<file path="config.mk">
export PLATFORM = sky130hd
export DESIGN_NAME = pospid_out
export DESIGN_NICKNAME = d
export VERILOG_FILES = /design/src/rtl/core/assert_macros.svh /design/src/rtl/core/pospid_pkg.sv /design/src/rtl/core/pospid_out.sv
export SDC_FILE = /design/constraint.sdc
export NUM_CORES = 1
export LEC_CHECK = 0
export BUFFER_PORTS_ARGS = -buffer_cell sky130_fd_sc_hd__buf_2
export CAP_MARGIN = 20
export CORE_ASPECT_RATIO = 0.6
export CORE_UTILIZATION = 55
export DETAILED_ROUTE_END_ITERATION = 8
export PLACE_DENSITY = 0.83
export SLEW_MARGIN = 20
export SYNTH_ARGS = -nofsm -noshare
export SYNTH_HDL_FRONTEND = slang
export SYNTH_SLANG_ARGS = --single-unit
</file>
<file path="constraint.sdc">
create_clock -name clk -period 7.25 [get_ports clk]
set_input_delay 0.3625 -clock clk [delete_from_list [all_inputs] [get_ports clk]]
set_output_delay 0.3625 -clock clk [all_outputs]
set_load 0.1 [all_outputs]
</file>
<file path="src/rtl/core/assert_macros.svh">
// Assertion helpers shared by the position PID drive modules.
// The macros expect a clock named clk and an active-low reset named arst_n.
`ifndef ASSERT_MACROS_SVH
`define ASSERT_MACROS_SVH

// Same-cycle implication, checked on every rising clock edge outside reset.
`define PP_ASSERT_IMP(lbl, ante, cons) \
	lbl: assert property (@(posedge clk) disable iff (!arst_n) (ante) |-> (cons)) \
		else $error("same-cycle check failed");

// Next-cycle implication, checked on every rising clock edge outside reset.
`define PP_ASSERT_NEXT(lbl, ante, cons) \
	lbl: assert property (@(posedge clk) disable iff (!arst_n) (ante) |=> (cons)) \
		else $error("next-cycle check failed");

`endif

</file>
<file path="src/rtl/core/pospid_pkg.sv">
// ----------------------------------------------------------------------------
// Position PID drive package
// Widths, reset values, register indexes and stage word types shared by the
// position PID drive modules.
// ----------------------------------------------------------------------------
package pospid_pkg;

	// Field and register widths.
	localparam int POS_W   = 32;
	localparam int GAIN_W  = 24;
	localparam int LIMIT_W = 16;
	localparam int DRIVE_W = LIMIT_W + 1;
	localparam int CFG_IDX_W = 2;

	// Gain format and integral accumulator width.
	localparam int GAIN_FRAC_BITS = 8;
	localparam int INTEGRAL_WIDTH = 48;

	// Error and error-difference widths.
	localparam int ERR_W  = POS_W + 1;
	localparam int DIFF_W = ERR_W + 1;
	localparam int ISUM_W = INTEGRAL_WIDTH + 1;

	// Integral product is split into a signed upper half and an unsigned lower half.
	localparam int INT_LO_W   = INTEGRAL_WIDTH / 2;
	localparam int INT_HI_W   = INTEGRAL_WIDTH - INT_LO_W;
	localparam int HI_PROD_W  = INT_HI_W + GAIN_W + 1;
	localparam int LO_PROD_W  = INT_LO_W + GAIN_W;
	localparam int I_FULL_W   = INTEGRAL_WIDTH + GAIN_W + 1;

	// The integral term is held at plus or minus two to the power HUGE_EXP.
	localparam int HUGE_EXP  = 60;
	localparam int I_TERM_W  = HUGE_EXP + 2;
	localparam int CMP_W     = (I_FULL_W > I_TERM_W) ? I_FULL_W : I_TERM_W;

	// Proportional, derivative and total sum widths.
	localparam int P_W    = ERR_W + GAIN_W + 1;
	localparam int D_W    = DIFF_W + GAIN_W + 1;
	localparam int PD_W   = D_W + 1;
	localparam int SUM_W  = ((PD_W > I_TERM_W) ? PD_W : I_TERM_W) + 1;
	localparam int Q_W    = SUM_W - GAIN_FRAC_BITS;

	// Register reset values.
	localparam logic [GAIN_W-1:0]  KP_RESET    = GAIN_W'(30720);
	localparam logic [GAIN_W-1:0]  KI_RESET    = GAIN_W'(26);
	localparam logic [GAIN_W-1:0]  KD_RESET    = GAIN_W'(128000);
	localparam logic [LIMIT_W-1:0] LIMIT_RESET = LIMIT_W'(8000);

	// Configuration register indexes.
	typedef enum logic [CFG_IDX_W-1:0] {
		REG_GAIN_P = 2'd0,
		REG_GAIN_I = 2'd1,
		REG_GAIN_D = 2'd2,
		REG_LIMIT  = 2'd3
	} cfg_reg_t;

	// Gain set handed to the multiplier stages.
	typedef struct packed {
		logic [GAIN_W-1:0] kp;
		logic [GAIN_W-1:0] ki;
		logic [GAIN_W-1:0] kd;
	} gains_t;

	// Word leaving the error and integral stages.
	typedef struct packed {
		logic signed [ERR_W-1:0]          err;
		logic signed [DIFF_W-1:0]         diff;
		logic signed [INTEGRAL_WIDTH-1:0] integ;
	} front_t;

	// Word leaving the multiplier stages.
	typedef struct packed {
		logic signed [PD_W-1:0]     pd_sum;
		logic signed [I_TERM_W-1:0] i_term;
	} terms_t;

endpackage

</file>
<file path="src/rtl/core/pospid_out.sv">
// ----------------------------------------------------------------------------
// Position PID output stages
// Adds the three terms, truncates toward zero, clamps to the amplitude limit
// and registers the drive value, PWM compare value and direction pins.
// ----------------------------------------------------------------------------
module pospid_out (
	input  logic                               clk,
	input  logic                               arst_n,
	input  logic [pospid_pkg::LIMIT_W-1:0]     limit,
	input  logic                               in_valid,
	output logic                               in_ready,
	input  pospid_pkg::terms_t                 in_word,
	output logic                               out_valid,
	input  logic                               out_ready,
	output logic signed [pospid_pkg::DRIVE_W-1:0] drive_value,
	output logic [pospid_pkg::LIMIT_W-1:0]     pwm_compare,
	output logic                               dir_pin_a,
	output logic                               dir_pin_b
);
	import pospid_pkg::*;

	logic                       v_s5;
	logic                       v_s6;
	logic                       ld_s5;
	logic                       ld_s6;
	logic signed [SUM_W-1:0]    sum_s5;
	logic [SUM_W-1:0]           mag;
	logic [Q_W-1:0]             q_full;
	logic [LIMIT_W-1:0]         q;
	logic                       neg;
	logic signed [DRIVE_W-1:0]  drive_value_s6;
	logic [LIMIT_W-1:0]         pwm_compare_s6;
	logic                       dir_neg_s6;

	assign ld_s6    = !v_s6 || out_ready;
	assign ld_s5    = !v_s5 || ld_s6;
	assign in_ready = ld_s5;

	always_ff @(posedge clk or negedge arst_n) begin
		if (!arst_n) begin
			v_s5 <= 1'b0;
			v_s6 <= 1'b0;
		end else begin
			if (ld_s5) begin
				v_s5 <= in_valid;
			end
			if (ld_s6) begin
				v_s6 <= v_s5;
			end
		end
	end

	// Stage 5: total of the three terms.
	always_ff @(posedge clk) begin
		if (ld_s5 && in_valid) begin
			sum_s5 <= SUM_W'(in_word.pd_sum) + SUM_W'(in_word.i_term);
		end
	end

	// Truncation toward zero works on the magnitude, then the clamp.
	always_comb begin
		mag    = sum_s5[SUM_W-1] ? SUM_W'(-sum_s5) : SUM_W'(sum_s5);
		q_full = mag[SUM_W-1:GAIN_FRAC_BITS];
		if (q_full > Q_W'(limit)) begin
			q = limit;
		end else begin
			q = q_full[LIMIT_W-1:0];
		end
		neg = sum_s5[SUM_W-1] && (q != '0);
	end

	// Stage 6: result register.
	always_ff @(posedge clk) begin
		if (ld_s6 && v_s5) begin
			drive_value_s6 <= neg ? -$signed(DRIVE_W'(q)) : $signed(DRIVE_W'(q));
			pwm_compare_s6 <= q;
			dir_neg_s6     <= neg;
		end
	end

	assign out_valid   = v_s6;
	assign drive_value = drive_value_s6;
	assign pwm_compare = pwm_compare_s6;
	assign dir_pin_a   = dir_neg_s6;
	assign dir_pin_b   = !dir_neg_s6;

endmodule

</file>
==> out/metrics.cfg, run 1 <==
[timing]
setup_viol = 0
finalHoldViolCount = 0
rsz0062_at_grt = false
tightest_slew_ps = 1080
final.setup_skew_ps = 7.37
finalCritPeriodShare_pct = 96.3
tns_ps = 0
fmax_mhz = 143
slew_headroom_pct = 27.5
min_period_ps = 6980
maxSlewViolCount = 0

[clock_network]
cts_tree = done
cts_sinks = 98
clk_pin_slew_ps = 60
clk_latency_ps = 350
numCtsBuffers = 9
h-tree-depth = 3
clockBufferDepth = 2
clock-root-buffer = clkbuf_16

[synth]
ys_seq_area_share_pct = 31.4
synth_edf_count = 96
synth_top_family_by_area = compound AO/OA/AOI/OAI gates
yosysTopAreaCellShare_pct = 30.9
synth-xor-area-share_pct = 8.26
synth_area_leaders = edfxtp_1, ha_1, xnor2_1
syn-num-nets = 1251
yosysWarningCount = 0
synth_area_um2 = 9330
syn_avg_cell_area_um2 = 9.06
synth_simple_gate_area_share_pct = 20.1
synth_cell_types = 82
async_flop_share_pct = 2.04
synth-compound-area-share_pct = 25.0
synth.area.mux_share_pct = 0.698
synthFlopType = edfxtp_1
synth_fa_ha_area_share_pct = 10.8
synth.ff_latch_count = 98
synth_cells = 1029
yosys.area.top_type = edfxtp_1

[floorplan]
num_io_pins = 179
start_util_pct = 56.9
placementRows = 36
dieArea_um2 = 17500
die_h_um = 103
die_w_um = 170
core-area_um2 = 16400

[drt]
drt_wl_total_um = 27000
vias_per_cell = 6.34
drt_first_pass_iters = 7
ant_nets = 0
post_drt_wl_per_cell_um = 18.9
drt_iter0_drc = 1004
drc = 0
num_vias = 9091

[pwr]
leakagePower_nw = 4.44
pwr-share-clk_pct = 23.9
power_frac_seq_pct = 38.7
p_int_mw = 1.30
p_switching_uw = 807
peakVddDrop_uv = 109
p_comb_share_pct = 37.3
finalPower_mw = 2.11
swShare_pct = 38.2
power_density_nw_per_um2 = 196

[setup_path]
r2r_cells = 23
critical_path.max_fanout = 12
r2r_end = drive_value[1]
required_ps = 7350
reg2reg_from = sum_s5[13]
start_kind = flip-flop
worstSetupEndpointType = flip-flop
worstSetupPathType = flip-flop to flip-flop
critPathArrivalTime_ps = 7080
rrSetupSlack_ps = 270

[global_route]
grt_pass1_vias = 7845
antenna_found_initial = 0
grt_usage_pct = 30.9
grt_pass1_wl_um = 42000
grt_max_degree = 64
grt-ovfl-total = 0

[placement]
hpwlAfterDp_um = 21700
io_buffer_count = 178
place_congestion = 1.02

[flow_run]
drv_cap = 0

[layout]
fin_nets = 1424
drive_gt1_share_pct = 21.8
final_util_pct = 65.9
final_cell_mix = buf_2, edfxtp_1, a21oi_1, ha_1, nor2_1
layout_commonest_cell = buf_2
antenna_cells = 0
synthToLayoutAreaGrowth_pct = 15.8

[min_path]
hold_path_class = input port to flip-flop
hold_depth = 2
hold-path-endpoint = v_s5
hp-start = in_valid

[status]
outcome = finished, final reports clean

==> state kept, by name, summed over array words and instances, names as in the netlist <==
name / count
sum_s5: 63
drive_value: 17
pwm_compare: 15
dir_pin_a: 1
out_valid: 1
v_s5: 1
==> power by group through the flow <==
stage | Clock [mW] | Combinational (mW) | Sequential, mW
floorplan | 0 | 0.465 | 0.906
global placement | 0 | 0.755 | 0.822
detailed placement | 0 | 0.767 | 0.824
CTS | 0.509 | 0.771 | 0.812
global route | 0.532 | 0.853 | 0.823
finish | 0.505 | 0.788 | 0.818
==> cells in the mapped netlist, types with 4 or more instances <==
cell type / instances
nand2b_1: 9
nand3_1: 24
o21a_1: 7
o211ai_1: 11
buf_6: 5
nor4_4: 4
xnor2_1: 60
or2_2: 12
o2111ai_1: 4
edfxtp_1: 96
nand4_1: 19
a21o_1: 44
nor2_1: 75
or3_1: 11
a31o_2: 6
a21oi_2: 12
and4_1: 8
o21ai_0: 40
inv_1: 49
and3_1: 13
nand2_1: 64
a31oi_1: 19
nor2b_1: 9
o21bai_1: 18
a311oi_1: 8
a21oi_1: 82
or4_1: 6
o31ai_1: 18
nor4_1: 31
mux2_2: 4
clkbuf_1: 21
and2_1: 6
a41oi_1: 5
ha_1: 79
nor3_1: 36
o22ai_1: 5
a211oi_1: 9
a211o_1: 5
xor2_1: 28
==> area by class of cell <==
| cell class | instances | area [µm²] |
|---|---|---|
| multi-input combinational | 851 | 6070 |
| fill | 1406 | 5600 |
| timing repair buffer | 193 | 1020 |
| tap | 228 | 285 |
| clock inverter | 5 | 80.1 |
| sequential | 98 | 2930 |
| clock buffer | 10 | 229 |
| inverter | 49 | 184 |
==> timing repair <==
item	CTS	global route
endpoints found under the hold margin	2	0
resized for setup	0	3
setup buffers	0	2
hold buffers	1	0
endpoints found under the setup margin	0	11
==> critical path: stages (launching register included) <==
cell and delay [ps]:
edfxtp_1 470, nor4_1 410, nand4_2 160, or2_1 300
o41ai_1 340, xnor2_1 250, ha_1 350, and3_1 220
nand3_1 110, o21ai_0 270, o211a_1 210, nand4_1 100
nor4_1 310, and4_1 420, nand3_4 200, mux2i_2 290
ha_1 260, inv_1 70, or3b_2 480, or3_1 430
or3_1 400, o211ai_4 220, buf_12 160, mux2_2 330
==> stage by stage <==
step,hold WS [ps],worst slack (ps),instance area (µm²),cells
floorplan,66.9,1070,9330,1029
global placement,147,550,10400,1416
detailed placement,150,240,10400,1416
CTS,215,150,10700,1432
global route,238,6.51,10800,1434
finish,216,266,10800,1434
==> logic make-up (layout without fill, tap and decap cells) <==
group | after synthesis | in the layout
AND/OR/NAND/NOR | 342 | 342
multiplexers | 6 | 6
flip-flops | 98 | 98
AO/OA/AOI/OAI | 335 | 335
XOR/XNOR | 88 | 88
adder cells (fa/ha/maj) | 80 | 80
buffers and inverters | 80 | 257
==> worst max path at each step <==
stage,start,end,slack [ps],cells past startpoint
floorplan,sum_s5[13],drive_value[1],1070,24
global placement,sum_s5[13],drive_value[1],550,22
detailed placement,sum_s5[13],drive_value[1],240,22
CTS,sum_s5[13],drive_value[1],150,22
global route,sum_s5[13],drive_value[1],7,23
finish,sum_s5[13],drive_value[1],270,23
==> metal layers <==
metal	GRT usage, %	wire length, µm	vias up
met1	49.7	13400	4177
met5	0	0	-
met3	7.02	3120	32
met4	5.41	250	0
met2	41.3	10200	549
li1	-	-	4333
Note: power is estimated with default switching activity, not from simulation.
==> inputs of run 2 (changes only) <==
--- a/config.mk
+++ b/config.mk
@@ -8,9 +8,9 @@
 export BUFFER_PORTS_ARGS = -buffer_cell sky130_fd_sc_hd__buf_2
 export CAP_MARGIN = 20
 export CORE_ASPECT_RATIO = 0.6
-export CORE_UTILIZATION = 55
+export CORE_UTILIZATION = 40
 export DETAILED_ROUTE_END_ITERATION = 8
-export PLACE_DENSITY = 0.83
+export PLACE_DENSITY = 0.65
 export SLEW_MARGIN = 20
 export SYNTH_ARGS = -nofsm -noshare
 export SYNTH_HDL_FRONTEND = slang
==> out/metrics.cfg, run 2 (synthesized netlist as in run 1, its figures left out) <==
[setup_path]
worstSetupPathType = flip-flop to flip-flop  ; unchanged
required_ps = 7350  ; about the same
critical_path.max_fanout = 11  ; was 12
critPathArrivalTime_ps = 7020  ; was 7080 ps
worstSetupEndpointType = flip-flop  ; unchanged
start_kind = flip-flop  ; unchanged
r2r_cells = 25  ; was 23

[timing]
fmax_mhz = 145  ; was 143 MHz
final.setup_skew_ps = 5.56  ; was 7.37 ps
slew_headroom_pct = 27.0  ; was 27.5%
maxSlewViolCount = 0  ; unchanged
tns_ps = 0  ; unchanged
min_period_ps = 6920  ; was 6980 ps
finalCritPeriodShare_pct = 95.4  ; was 96.3%
tightest_slew_ps = 1080  ; about the same
finalHoldViolCount = 0  ; unchanged
setup_viol = 0  ; unchanged
rsz0062_at_grt = false  ; unchanged

[layout]
antenna_cells = 0  ; unchanged
fin_nets = 1427  ; was 1424
fillers = 2204  ; was 1406
final_cell_area_um2 = 10900  ; was 10800 µm²
synthToLayoutAreaGrowth_pct = 16.7  ; was 15.8%
final_cell_mix = buf_2, edfxtp_1, a21oi_1, ha_1, nor2_1  ; unchanged
max_flop_register = sum_s5  ; unchanged
drive_gt1_share_pct = 21.9  ; was 21.8%
largest_register_ffs = 63  ; unchanged
layout_commonest_cell = buf_2  ; unchanged

[floorplan]
core-area_um2 = 22400  ; was 16400 µm²
dieArea_um2 = 24000  ; was 17500 µm²
num_io_pins = 179  ; unchanged
start_util_pct = 41.6  ; was 56.9%
die_w_um = 199  ; was 170 µm
placementRows = 42  ; was 36
die_h_um = 120  ; was 103 µm

[drt]
vias_per_cell = 5.90  ; was 6.34
drc = 0  ; unchanged
drt_wl_total_um = 27800  ; was 27000 µm
drt_first_pass_iters = 5  ; was 7
drt_iter0_drc = 1106  ; was 1004
num_vias = 8938  ; was 9091
post_drt_wl_per_cell_um = 18.3  ; was 18.9 µm
ant_nets = 0  ; unchanged

[clock_network]
cts_sinks = 98  ; unchanged
cts_tree = done  ; unchanged
clockBufferDepth = 2  ; unchanged
clock-root-buffer = clkbuf_16  ; unchanged
clk_pin_slew_ps = 70  ; was 60 ps
h-tree-depth = 3  ; unchanged
clk_latency_ps = 350  ; about the same
numCtsBuffers = 9  ; unchanged

[global_route]
grt_max_degree = 64  ; unchanged
grt_pass1_wl_um = 43800  ; was 42000 µm
grt_usage_pct = 23.2  ; was 30.9%
grt_pass1_vias = 8075  ; was 7845
grt-ovfl-total = 0  ; unchanged
antenna_found_initial = 0  ; unchanged

[placement]
place_area_um2 = 10600  ; was 10400 µm²
place_congestion = 0.989  ; was 1.02
io_buffer_count = 178  ; unchanged
hpwlAfterDp_um = 22800  ; was 21700 µm

[pwr]
peakVddDrop_uv = 102  ; was 109 µV
power_density_nw_per_um2 = 190  ; was 196 nW/µm²
leakagePower_nw = 4.44  ; about the same

[min_path]
hold_depth = 2  ; unchanged
hold_path_class = input port to flip-flop  ; unchanged

[flow_run]
drv_cap = 0  ; unchanged

[status]
outcome = finished, final reports clean  ; unchanged

## run 2: repair_timing
item                                    in CTS  in global routing
hold endpoints to repair                     2                  0
endpoints found under the setup margin       0                  9
setup buffers                                0                  2
gates resized for setup                      0                  1
hold buffers                                 1                  0
## run 2: power breakdown
| part | leakage [nW] | total (mW) | switching, mW | internal [mW] |
|---|---|---|---|---|
| registers | 0.943 | 0.811 | 0.0901 | 0.721 |
| clock network | 0.131 | 0.465 | 0.202 | 0.263 |
| logic | 3.37 | 0.797 | 0.511 | 0.286 |
## run 2: routing by layer
metal | vias up | track usage (%) | part of all wire [%]
li1 | 4338 | - | -
met1 | 4115 | 39.6 | 54
met2 | 459 | 27.5 | 35
met3 | 26 | 5.63 | 10
met4 | 0 | 4.33 | 0.98
met5 | - | 0 | 0
## run 2: worst max-delay path, cell delays in order, from the launching register on
cell and delay (ps):
edfxtp_1 420, nor4_4 410, nand4_2 150, or2_1 290, o41ai_1 330, xnor2_1 240, ha_1 350, and3_1 220
nand3_1 110, o21ai_0 220, o211a_1 180, nand4_1 90, nor4_1 330, and4_1 370, nand3_2 260, nor2_1 200
a21oi_1 100, inv_1 80, ha_1 210, inv_1 70, or3b_2 490, or3_1 430, or3_1 400, o211ai_4 220
buf_12 160, mux2_2 330
## run 2: per-stage QoR
step	cells	utilization (%)	worst slack [ps]	hold WS, ps	total power [mW]
finish	1516	48.5	330	207	2.07
global route	1516	48.5	27.8	207	2.18
CTS	1514	48.3	251	202	2.07
detailed placement	1499	47.0	275	149	1.60
global placement	1499	47.0	455	148	1.60
floorplan	1029	-	1070	66.9	1.37
## run 2: path summary, 6_finish.rpt
kind | from | slack [ps] | endpoint
hold reg to reg | v_s5 | 500 | out_valid
setup / recovery | sum_s5[4] | 330 | drive_value[1]
min in group asynchronous | arst_n | 320 | out_valid
hold / removal | in_valid | 210 | v_s5
max in group asynchronous | arst_n | 6830 | v_s5
setup reg to reg | sum_s5[4] | 330 | drive_value[1]
## run 2: cell type report
cell class | count | area (µm²) | area share [%]
repair buffers | 196 | 1040 | 9.57
flip-flops and latches | 98 | 2930 | 27.0
multi-input cells | 851 | 6060 | 55.7
well taps | 308 | 385 | 3.54
clock inverters | 5 | 57.6 | 0.529
clock buffers | 9 | 225 | 2.07
inverters | 49 | 184 | 1.69
