--- config.mk ---
export PLATFORM = sky130hd
export DESIGN_NAME = pospid_front
export DESIGN_NICKNAME = d
export VERILOG_FILES = /design/src/rtl/core/pospid_pkg.sv /design/src/rtl/core/pospid_front.sv
export VERILOG_INCLUDE_DIRS = /design/src /design/src/rtl/core
export SDC_FILE = /design/constraint.sdc
export NUM_CORES = 1
export LEC_CHECK = 0
export BUFFER_PORTS_ARGS = -buffer_cell sky130_fd_sc_hd__clkbuf_2
export CORE_UTILIZATION = 30
export DETAILED_ROUTE_END_ITERATION = 6
export GPL_TIMING_DRIVEN = 0
export SLEW_MARGIN = 30
export SYNTH_ARGS = -nofsm -noshare
export SYNTH_HDL_FRONTEND = slang
export SYNTH_SLANG_ARGS = --single-unit
--- constraint.sdc ---
create_clock -name clk -period 4.6 [get_ports clk]
set_clock_uncertainty 0.05 [all_clocks]
set_input_delay 0.92 -clock clk [delete_from_list [all_inputs] [get_ports clk]]
set_output_delay 0.92 -clock clk [all_outputs]
set_load 0.03 [all_outputs]
--- src/rtl/core/assert_macros.svh ---
// Assertion helpers shared by the position PID drive modules.
// The macros expect a clock named clk and an active-low reset named arst_n.
`ifndef ASSERT_MACROS_SVH
`define ASSERT_MACROS_SVH

// Same-cycle implication, checked on every rising clock edge outside reset.
`define PP_ASSERT_IMP(lbl, ante, cons) \
	lbl: assert property (@(posedge clk) disable iff (!arst_n) (ante) |-> (cons)) \
		else $error("same-cycle check failed");

// Next-cycle implication, checked on every rising clock edge outside reset.
`define PP_ASSERT_NEXT(lbl, ante, cons) \
	lbl: assert property (@(posedge clk) disable iff (!arst_n) (ante) |=> (cons)) \
		else $error("next-cycle check failed");

`endif

--- src/rtl/core/pospid_pkg.sv ---
// ----------------------------------------------------------------------------
// Position PID drive package
// Widths, reset values, register indexes and stage word types shared by the
// position PID drive modules.
// ----------------------------------------------------------------------------
package pospid_pkg;

	// Field and register widths.
	localparam int POS_W   = 32;
	localparam int GAIN_W  = 24;
	localparam int LIMIT_W = 16;
	localparam int DRIVE_W = LIMIT_W + 1;
	localparam int CFG_IDX_W = 2;

	// Gain format and integral accumulator width.
	localparam int GAIN_FRAC_BITS = 8;
	localparam int INTEGRAL_WIDTH = 48;

	// Error and error-difference widths.
	localparam int ERR_W  = POS_W + 1;
	localparam int DIFF_W = ERR_W + 1;
	localparam int ISUM_W = INTEGRAL_WIDTH + 1;

	// Integral product is split into a signed upper half and an unsigned lower half.
	localparam int INT_LO_W   = INTEGRAL_WIDTH / 2;
	localparam int INT_HI_W   = INTEGRAL_WIDTH - INT_LO_W;
	localparam int HI_PROD_W  = INT_HI_W + GAIN_W + 1;
	localparam int LO_PROD_W  = INT_LO_W + GAIN_W;
	localparam int I_FULL_W   = INTEGRAL_WIDTH + GAIN_W + 1;

	// The integral term is held at plus or minus two to the power HUGE_EXP.
	localparam int HUGE_EXP  = 60;
	localparam int I_TERM_W  = HUGE_EXP + 2;
	localparam int CMP_W     = (I_FULL_W > I_TERM_W) ? I_FULL_W : I_TERM_W;

	// Proportional, derivative and total sum widths.
	localparam int P_W    = ERR_W + GAIN_W + 1;
	localparam int D_W    = DIFF_W + GAIN_W + 1;
	localparam int PD_W   = D_W + 1;
	localparam int SUM_W  = ((PD_W > I_TERM_W) ? PD_W : I_TERM_W) + 1;
	localparam int Q_W    = SUM_W - GAIN_FRAC_BITS;

	// Register reset values.
	localparam logic [GAIN_W-1:0]  KP_RESET    = GAIN_W'(30720);
	localparam logic [GAIN_W-1:0]  KI_RESET    = GAIN_W'(26);
	localparam logic [GAIN_W-1:0]  KD_RESET    = GAIN_W'(128000);
	localparam logic [LIMIT_W-1:0] LIMIT_RESET = LIMIT_W'(8000);

	// Configuration register indexes.
	typedef enum logic [CFG_IDX_W-1:0] {
		REG_GAIN_P = 2'd0,
		REG_GAIN_I = 2'd1,
		REG_GAIN_D = 2'd2,
		REG_LIMIT  = 2'd3
	} cfg_reg_t;

	// Gain set handed to the multiplier stages.
	typedef struct packed {
		logic [GAIN_W-1:0] kp;
		logic [GAIN_W-1:0] ki;
		logic [GAIN_W-1:0] kd;
	} gains_t;

	// Word leaving the error and integral stages.
	typedef struct packed {
		logic signed [ERR_W-1:0]          err;
		logic signed [DIFF_W-1:0]         diff;
		logic signed [INTEGRAL_WIDTH-1:0] integ;
	} front_t;

	// Word leaving the multiplier stages.
	typedef struct packed {
		logic signed [PD_W-1:0]     pd_sum;
		logic signed [I_TERM_W-1:0] i_term;
	} terms_t;

endpackage

--- src/rtl/core/pospid_front.sv ---
// ----------------------------------------------------------------------------
// Position PID error and integral stages
// Registers the position error, then forms the error difference and the
// saturating integral, updating the controller state once per word.
// ----------------------------------------------------------------------------
`include "assert_macros.svh"

module pospid_front (
	input  logic                          clk,
	input  logic                          arst_n,
	input  logic                          in_valid,
	output logic                          in_ready,
	input  logic signed [pospid_pkg::POS_W-1:0] encoder_position,
	input  logic signed [pospid_pkg::POS_W-1:0] setpoint_position,
	output logic                          out_valid,
	input  logic                          out_ready,
	output pospid_pkg::front_t            out_word
);
	import pospid_pkg::*;

	logic                         v_s1;
	logic signed [ERR_W-1:0]      err_s1;
	logic                         v_s2;
	front_t                       word_s2;
	logic signed [INTEGRAL_WIDTH-1:0] integ_q;
	logic signed [ERR_W-1:0]      prev_q;
	logic                         ld_s1;
	logic                         ld_s2;
	logic                         state_adv;
	logic signed [ISUM_W-1:0]     isum;
	logic signed [INTEGRAL_WIDTH-1:0] isat;
	logic signed [DIFF_W-1:0]     diff;

	// Stage loads when empty or when its word moves on.
	assign ld_s2     = !v_s2 || out_ready;
	assign ld_s1     = !v_s1 || ld_s2;
	assign in_ready  = ld_s1;
	assign state_adv = v_s1 && ld_s2;

	// Stage 1: position error, exact in one extra bit.
	always_ff @(posedge clk or negedge arst_n) begin
		if (!arst_n) begin
			v_s1 <= 1'b0;
		end else if (ld_s1) begin
			v_s1 <= in_valid;
		end
	end

	always_ff @(posedge clk) begin
		if (ld_s1 && in_valid) begin
			err_s1 <= ERR_W'(encoder_position) - ERR_W'(setpoint_position);
		end
	end

	// Error difference and saturating integral update.
	always_comb begin
		diff = DIFF_W'(err_s1) - DIFF_W'(prev_q);
		isum = ISUM_W'(integ_q) + ISUM_W'(err_s1);
		if (isum[ISUM_W-1] != isum[ISUM_W-2]) begin
			isat = isum[ISUM_W-1] ? {1'b1, {(INTEGRAL_WIDTH-1){1'b0}}}
			                      : {1'b0, {(INTEGRAL_WIDTH-1){1'b1}}};
		end else begin
			isat = isum[INTEGRAL_WIDTH-1:0];
		end
	end

	// Controller state advances with each word entering stage 2.
	always_ff @(posedge clk or negedge arst_n) begin
		if (!arst_n) begin
			integ_q <= '0;
			prev_q  <= '0;
			v_s2    <= 1'b0;
		end else begin
			if (state_adv) begin
				integ_q <= isat;
				prev_q  <= err_s1;
			end
			if (ld_s2) begin
				v_s2 <= v_s1;
			end
		end
	end

	// Stage 2 word register.
	always_ff @(posedge clk) begin
		if (state_adv) begin
			word_s2.err   <= err_s1;
			word_s2.diff  <= diff;
			word_s2.integ <= isat;
		end
	end

	assign out_valid = v_s2;
	assign out_word  = word_s2;

	// The controller state only moves when a word enters stage 2.
	`PP_ASSERT_NEXT(a_state_hold, !state_adv, $stable(integ_q) && $stable(prev_q))

endmodule

==> summary.txt, run 1 <==
Status
  – Outcome: finished, violations left
  – Failing checks: DRC

Routing
  – Drt pass-1 iters: 7
  – Starting DRT DRC Count: 637
  – DRT Wirelength: 38.12 mm
  – Vias/cell: 5.009
  – Final ANT Viol Nets: 0
  – Via count: 10980
  – DRC Markers: 10
  – Detailed-route wire length per cell: 17.38 um

Finish
  – Area growth syn-to-layout: 18.20%
  – Most frequent cells in the layout: clkbuf_2, edfxtp_1, a21oi_1
  – Final core occ: 36.17%
  – Nets: 1750
  – Commonest non-fill, non-tap cell in the layout: clkbuf_2
  – Share of layout cells above drive strength 1: 20.30%
  – Design area: 0.01695 sq mm
  – Multi-input gate area: 0.007219 sq mm
  – Fillcell total: 4699
  – ANT cells: 0
  – Register Area: 0.006521 sq mm

CTS
  – Cts hold-fix bufs: 0
  – Max clock buf depth: 3
  – CTS tree: yes
  – CTS buffer count: 27
  – Clock sink count: 231
  – Post-CTS Resized: 0
  – CTS root buf: clkbuf_16
  – CTS H-tree lvls: 1
  – Postcts setup bufs: 0
  – Clk pin slew, worst setup/hold paths: 0.06 ns
  – Worst-Skew Late Latency: 0.54 ns

Floorplanning
  – # IOs: 185
  – Vert. Die Dim: 220.6 um
  – Std cell rows: 79
  – DIE WIDTH: 220.6 um
  – Die area: 0.04867 sq mm
  – Initial Utilization: 30.60%
  – Core area: 0.04685 sq mm

Synthesis
  – Synth top area cells: edfxtp_1, dfrtp_1, ha_1
  – Post-synthesis register bit count: 231
  – Post-Syn Instances: 1350
  – Synth top area share: 31.00%
  – Syn Nets: 1534
  – Post-synth EDFFs: 148
  – Ys async rst share: 35.93%
  – Cell variety after synth: 82
  – Biggest area consumer among synthesized cells: edfxtp_1
  – Cell area after synthesis: 0.01434 sq mm
  – Syn avg cell area: 10.62 sq um
  – Synth Flop Type: edfxtp_1
  – Seq/Total Area, Yosys: 45.48%
  – Synth warnings: 0

Power and ir drop
  – Max VDD drop: 333.9 uV
  – Power Total: 0.01262 W
  – PwrDens: 744.5 mW/mm^2
  – Static leakage: 7.200 nW

Place
  – Port Buffers: 184
  – Placer Congestion: 0.9183
  – Post-DP Area: 0.01611 sq mm
  – Dpl hpwl: 29.21 mm

STA
  – Min cycle time layout: 4.257 ns
  – Max-slew violation count: 0
  – Setup TNS: 0 ns
  – Fmax: 0.2349 GHz
  – RSZ-0062 raised after global routing: no
  – Final hold vios: 0
  – Slew HR: 40.21%
  – Final period utilization: 92.54%
  – Slew at the pin with the worst max-slew slack: 0.8968 ns
  – Final setup viols: 0

Critical path
  – CP bufs+invs: 2
  – Critical path arrival: 4.63 ns
  – Crit end category: flip-flop
  – CP cell instances: ha_1, clkbuf_1, and3_1, nor4b_1, and2_1, o2bb2ai_1, a221oi_4, nor3_4, buf_2, o21ai_1, mux2_2
  – WP data required: 4.97 ns
  – CP max-delay cell: edfxtp_1
  – Critical setup path kind: reg2reg
  – Startpoint types: flip-flop
  – Worst Path Max Fanout: 19
  – Worst R2R Path Depth: 11
  – CP delay by family, top: simple AND/OR/NAND/NOR gates
  – Critical Path Stages: 11
  – Max stage delay on crit path: 0.75 ns

GRT
  – First-pass GRT wire length: 59.55 mm
  – GRT Residual Overflow: 0
  – All-Layer GR Usage: 15.62%
  – Vias in the first global route: 10710
  – Antenna violations before repair: 0
  – Largest net degree at the start of global routing: 68

Run
  – Max cap viols: 0

Worst hold path
  – Worst min path class: in2async
## area by class of cell
cell class,count,share of cell area (%)
repair buffers,187,5.929
multi-input cells,971,42.60
inverters,102,2.259
clock inverters,7,0.3249
plain buffers,46,1.359
well taps,607,4.482
flip-flops and latches,231,38.48
clock buffers,42,4.563
## report_power, final
group	switching (W)	internal [W]
combinational	0.00439	0.00262
clock	0.000818	0.00120
sequential	0.000370	0.00322
total	0.00558	0.00704
## metrics by stage
stage / instances / worst slack (ns) / hold slack (ns)
2_1_floorplan: 1350 / 0.8557 / 0.4038
3_3_place_gp: 2141 / -0.6475 / 0.4204
3_5_place_dp: 2144 / 0.2947 / 0.4274
4_1_cts: 2193 / 0.3315 / 0.2198
5_1_grt: 2193 / 0.05611 / 0.2222
6_report: 2193 / 0.3430 / 0.2306
## cells in the mapped netlist, drive strengths merged, types with 4 or more instances
master	count
clkbuf	23
a21o	45
nor2	52
o22ai	5
edfxtp	148
o21a	20
a41oi	4
xor2	40
a211oi	10
nand3b	5
o31a	8
dfrtp	83
a31oi	14
xnor2	47
nor3	9
and3	17
o21bai	6
mux2i	4
nand2	100
maj3	5
or3	9
a21boi	8
o21ba	4
ha	113
a21oi	139
o211ai	7
o2111ai	5
nand4	19
a211o	5
nand2b	16
nor4	4
nand3	28
o21ai	101
nor2b	11
buf	23
inv	102
nor3b	4
o31ai	9
or2	4
and2	16
mux2	42
## per-layer routing
layer	vias up	track usage, %	routed length, um
li1	5389	-	-
met3	35	2.502	1866
met2	274	25.85	17600
met4	0	2.740	629
met5	-	0	0
met1	5286	21.63	18020
## cell families after synthesis
| logic type | after synthesis | share of synthesized area [%] |
|---|---|---|
| multiplexers | 46 | 3.578 |
| flip-flops | 231 | 45.48 |
| adder cells (fa/ha/maj) | 121 | 10.65 |
| AO/OA/AOI/OAI | 417 | 20.24 |
| AND/OR/NAND/NOR | 300 | 10.53 |
| XOR/XNOR | 87 | 5.315 |
| buffers and inverters | 148 | 4.206 |
## worst paths after layout
path,to,slack [ns],startpoint
worst max-delay path,integ_q[24],0.34,err_s1[32]
worst min-delay path,out_valid,0.23,arst_n
worst max register to register,integ_q[24],0.34,err_s1[32]
worst min register to register,integ_q[46],0.44,integ_q[46]
max in group asynchronous,prev_q[20],3.67,arst_n
min in group clk,integ_q[46],0.44,integ_q[46]
## sequential cells by signal (all words and copies together) (netlist names)
name / flops
out_valid: 1
prev_q: 33
v_s1: 1
err_s1: 33
out_word: 115
integ_q: 48
Power figures use the tool's default switching activity.
==> inputs of run 2 (changes only) <==
==> constraint.sdc (replaced) <==
create_clock -name clk -period 4.4 [get_ports clk]
set_clock_uncertainty 0.05 [all_clocks]
set_input_delay 1.1 -clock clk [delete_from_list [all_inputs] [get_ports clk]]
set_output_delay 1.1 -clock clk [all_outputs]
set_load 0.03 [all_outputs]
==> summary.txt, run 2 (synthesis results as in run 1) <==
Status
  – Outcome: finished, violations left (unchanged)
  – Failing checks: DRC (unchanged)

STA
  – Max-slew violation count: 0 (unchanged)
  – RSZ-0062 raised after global routing: no (unchanged)
  – Final setup viols: 0 (unchanged)
  – Slew at the pin with the worst max-slew slack: 0.8499 ns (was 0.8968 ns)
  – Setup ws final: 0.3976 ns (was 0.3430 ns)
  – Slew HR: 42.74% (was 40.21%)
  – WHS: 0.4096 ns (was 0.2306 ns)
  – Final period utilization: 90.96% (was 92.54%)
  – Min cycle time layout: 4.002 ns (was 4.257 ns)
  – Final hold vios: 0 (unchanged)
  – Fmax: 0.2499 GHz (was 0.2349 GHz)

Power and ir drop
  – PwrDens: 777.6 mW/mm^2 (was 744.5 mW/mm^2)
  – Max VDD drop: 348.9 uV (was 333.9 uV)
  – Static leakage: 7.214 nW (was 7.200 nW)

Critical path
  – Critical path arrival: 4.39 ns (was 4.63 ns)
  – Worst Path Max Fanout: 8 (was 19)
  – Critical setup path kind: reg2reg (unchanged)
  – Crit end category: flip-flop (unchanged)
  – Startpoint types: flip-flop (unchanged)
  – WP data required: 4.79 ns (was 4.97 ns)

GRT
  – GRT Residual Overflow: 0 (unchanged)
  – First-pass GRT wire length: 59.55 mm (unchanged)
  – Vias in the first global route: 10710 (unchanged)
  – Antenna violations before repair: 0 (unchanged)
  – All-Layer GR Usage: 15.62% (unchanged)
  – Largest net degree at the start of global routing: 68 (unchanged)

Routing
  – Drt pass-1 iters: 7 (unchanged)
  – Via count: 11020 (was 10980)
  – Final ANT Viol Nets: 0 (unchanged)
  – Starting DRT DRC Count: 651 (was 637)
  – Vias/cell: 5.021 (was 5.009)
  – DRT Wirelength: 38.22 mm (was 38.12 mm)
  – DRC Markers: 10 (unchanged)
  – Detailed-route wire length per cell: 17.41 um (was 17.38 um)

Floorplanning
  – Core area: 0.04685 sq mm (unchanged)
  – # IOs: 185 (unchanged)
  – Die area: 0.04867 sq mm (unchanged)
  – Initial Utilization: 30.60% (unchanged)
  – DIE WIDTH: 220.6 um (unchanged)
  – Std cell rows: 79 (unchanged)
  – Vert. Die Dim: 220.6 um (unchanged)

Run
  – Max cap viols: 0 (unchanged)

Place
  – Placer Congestion: 0.9183 (unchanged)
  – Dpl hpwl: 29.21 mm (unchanged)
  – Port Buffers: 184 (unchanged)
  – Place WS: -0.08533 ns (was 0.2947 ns)

Finish
  – ANT cells: 0 (unchanged)
  – Commonest non-fill, non-tap cell in the layout: clkbuf_2 (unchanged)
  – Largest register FFs: 115 (unchanged)
  – Fillcell total: 4697 (was 4699)
  – Share of layout cells above drive strength 1: 20.47% (was 20.30%)
  – Nets: 1752 (was 1750)
  – Area growth syn-to-layout: 18.43% (was 18.20%)
  – Most frequent cells in the layout: clkbuf_2, edfxtp_1, a21oi_1 (unchanged)

CTS
  – Worst-Skew Late Latency: 0.54 ns (about the same)
  – CTS H-tree lvls: 1 (unchanged)
  – Clk pin slew, worst setup/hold paths: 0.06 ns (about the same)
  – CTS tree: yes (unchanged)
  – CTS buffer count: 27 (unchanged)
  – Clock sink count: 231 (unchanged)
  – Max clock buf depth: 3 (unchanged)
  – CTS root buf: clkbuf_16 (unchanged)
  – Cts hold-fix bufs: 0 (unchanged)

Worst hold path
  – Worst min path class: in2async (unchanged)
==> run 2: changes by cell type in the layout (fill, tap and decap cells not counted), sizes merged <==
| cell | change |
|---|---|
| buf | +2 |
==> run 2: metrics by stage <==
stage / area [sq um] / utilization (%) / instances / total power (W) / TNS (ns)
after floorplan: 14340 / - / 1350 / 0.009194 / 0
after global placement: 16020 / 34.19 / 2141 / 0.01100 / -125.27
after detailed placement: 16110 / 34.39 / 2144 / 0.01109 / -0.1356
after CTS: 16940 / 36.16 / 2193 / 0.01330 / 0
after global routing: 16980 / 36.24 / 2195 / 0.01414 / 0
final: 16980 / 36.24 / 2195 / 0.01320 / 0
==> run 2: repair_timing <==
| action | 4_1_cts | 5_1_grt |
|---|---|---|
| gates resized for setup | 0 | 1 |
| buffers inserted | 0 | 2 |
| setup endpoints to repair | 0 | 45 |
==> run 2: routing by layer <==
metal | track usage (%) | vias to the layer above | share of wire (%)
met5 | 0 | - | 0
met4 | 2.740 | 0 | 1.6
met3 | 2.502 | 36 | 4.9
met2 | 25.85 | 270 | 46
met1 | 21.63 | 5322 | 47
li1 | - | 5394 | -
==> run 2: worst max-delay path, stage by stage (launching register included) <==
cell and delay, ns:
edfxtp_1 0.40, ha_1 0.22, inv_1 0.07, fa_1 0.40, nand2b_1 0.19, a21oi_1 0.27, o21ai_1 0.24, a311oi_2 0.48
o31ai_4 0.16, nor4_4 0.42, or2_1 0.16, buf_2 0.25, o21ai_0 0.33, o21ai_0 0.29
==> run 2: path summary, 6_finish.rpt <==
check	from	end	slack (ns)	depth (start not counted)
worst max-delay path	err_s1[0]	integ_q[41]	0.40	13
worst min-delay path	arst_n	out_valid	0.41	1
worst max register to register	err_s1[0]	integ_q[41]	0.40	13
worst min register to register	integ_q[46]	integ_q[46]	0.44	2
max in group asynchronous	arst_n	prev_q[20]	3.29	2
min in group clk	integ_q[46]	integ_q[46]	0.44	2
==> run 2: final cells by class <==
| class | instances | area (sq um) | share of cell area (%) |
|---|---|---|---|
| well taps | 607 | 759.5 | 4.473 |
| multi-input cells | 971 | 7226 | 42.55 |
| inverters | 102 | 382.9 | 2.255 |
| clock inverters | 7 | 55.05 | 0.3242 |
| clock buffers | 42 | 773.2 | 4.554 |
| repair buffers | 189 | 1032 | 6.079 |
| flip-flops and latches | 231 | 6521 | 38.41 |
| plain buffers | 46 | 230.2 | 1.356 |
==> run 2: power breakdown <==
part / internal (W) / switching (W)
registers: 0.00337 / 0.000381
clock network: 0.00126 / 0.000854
logic: 0.00274 / 0.00461
total: 0.00736 / 0.00584
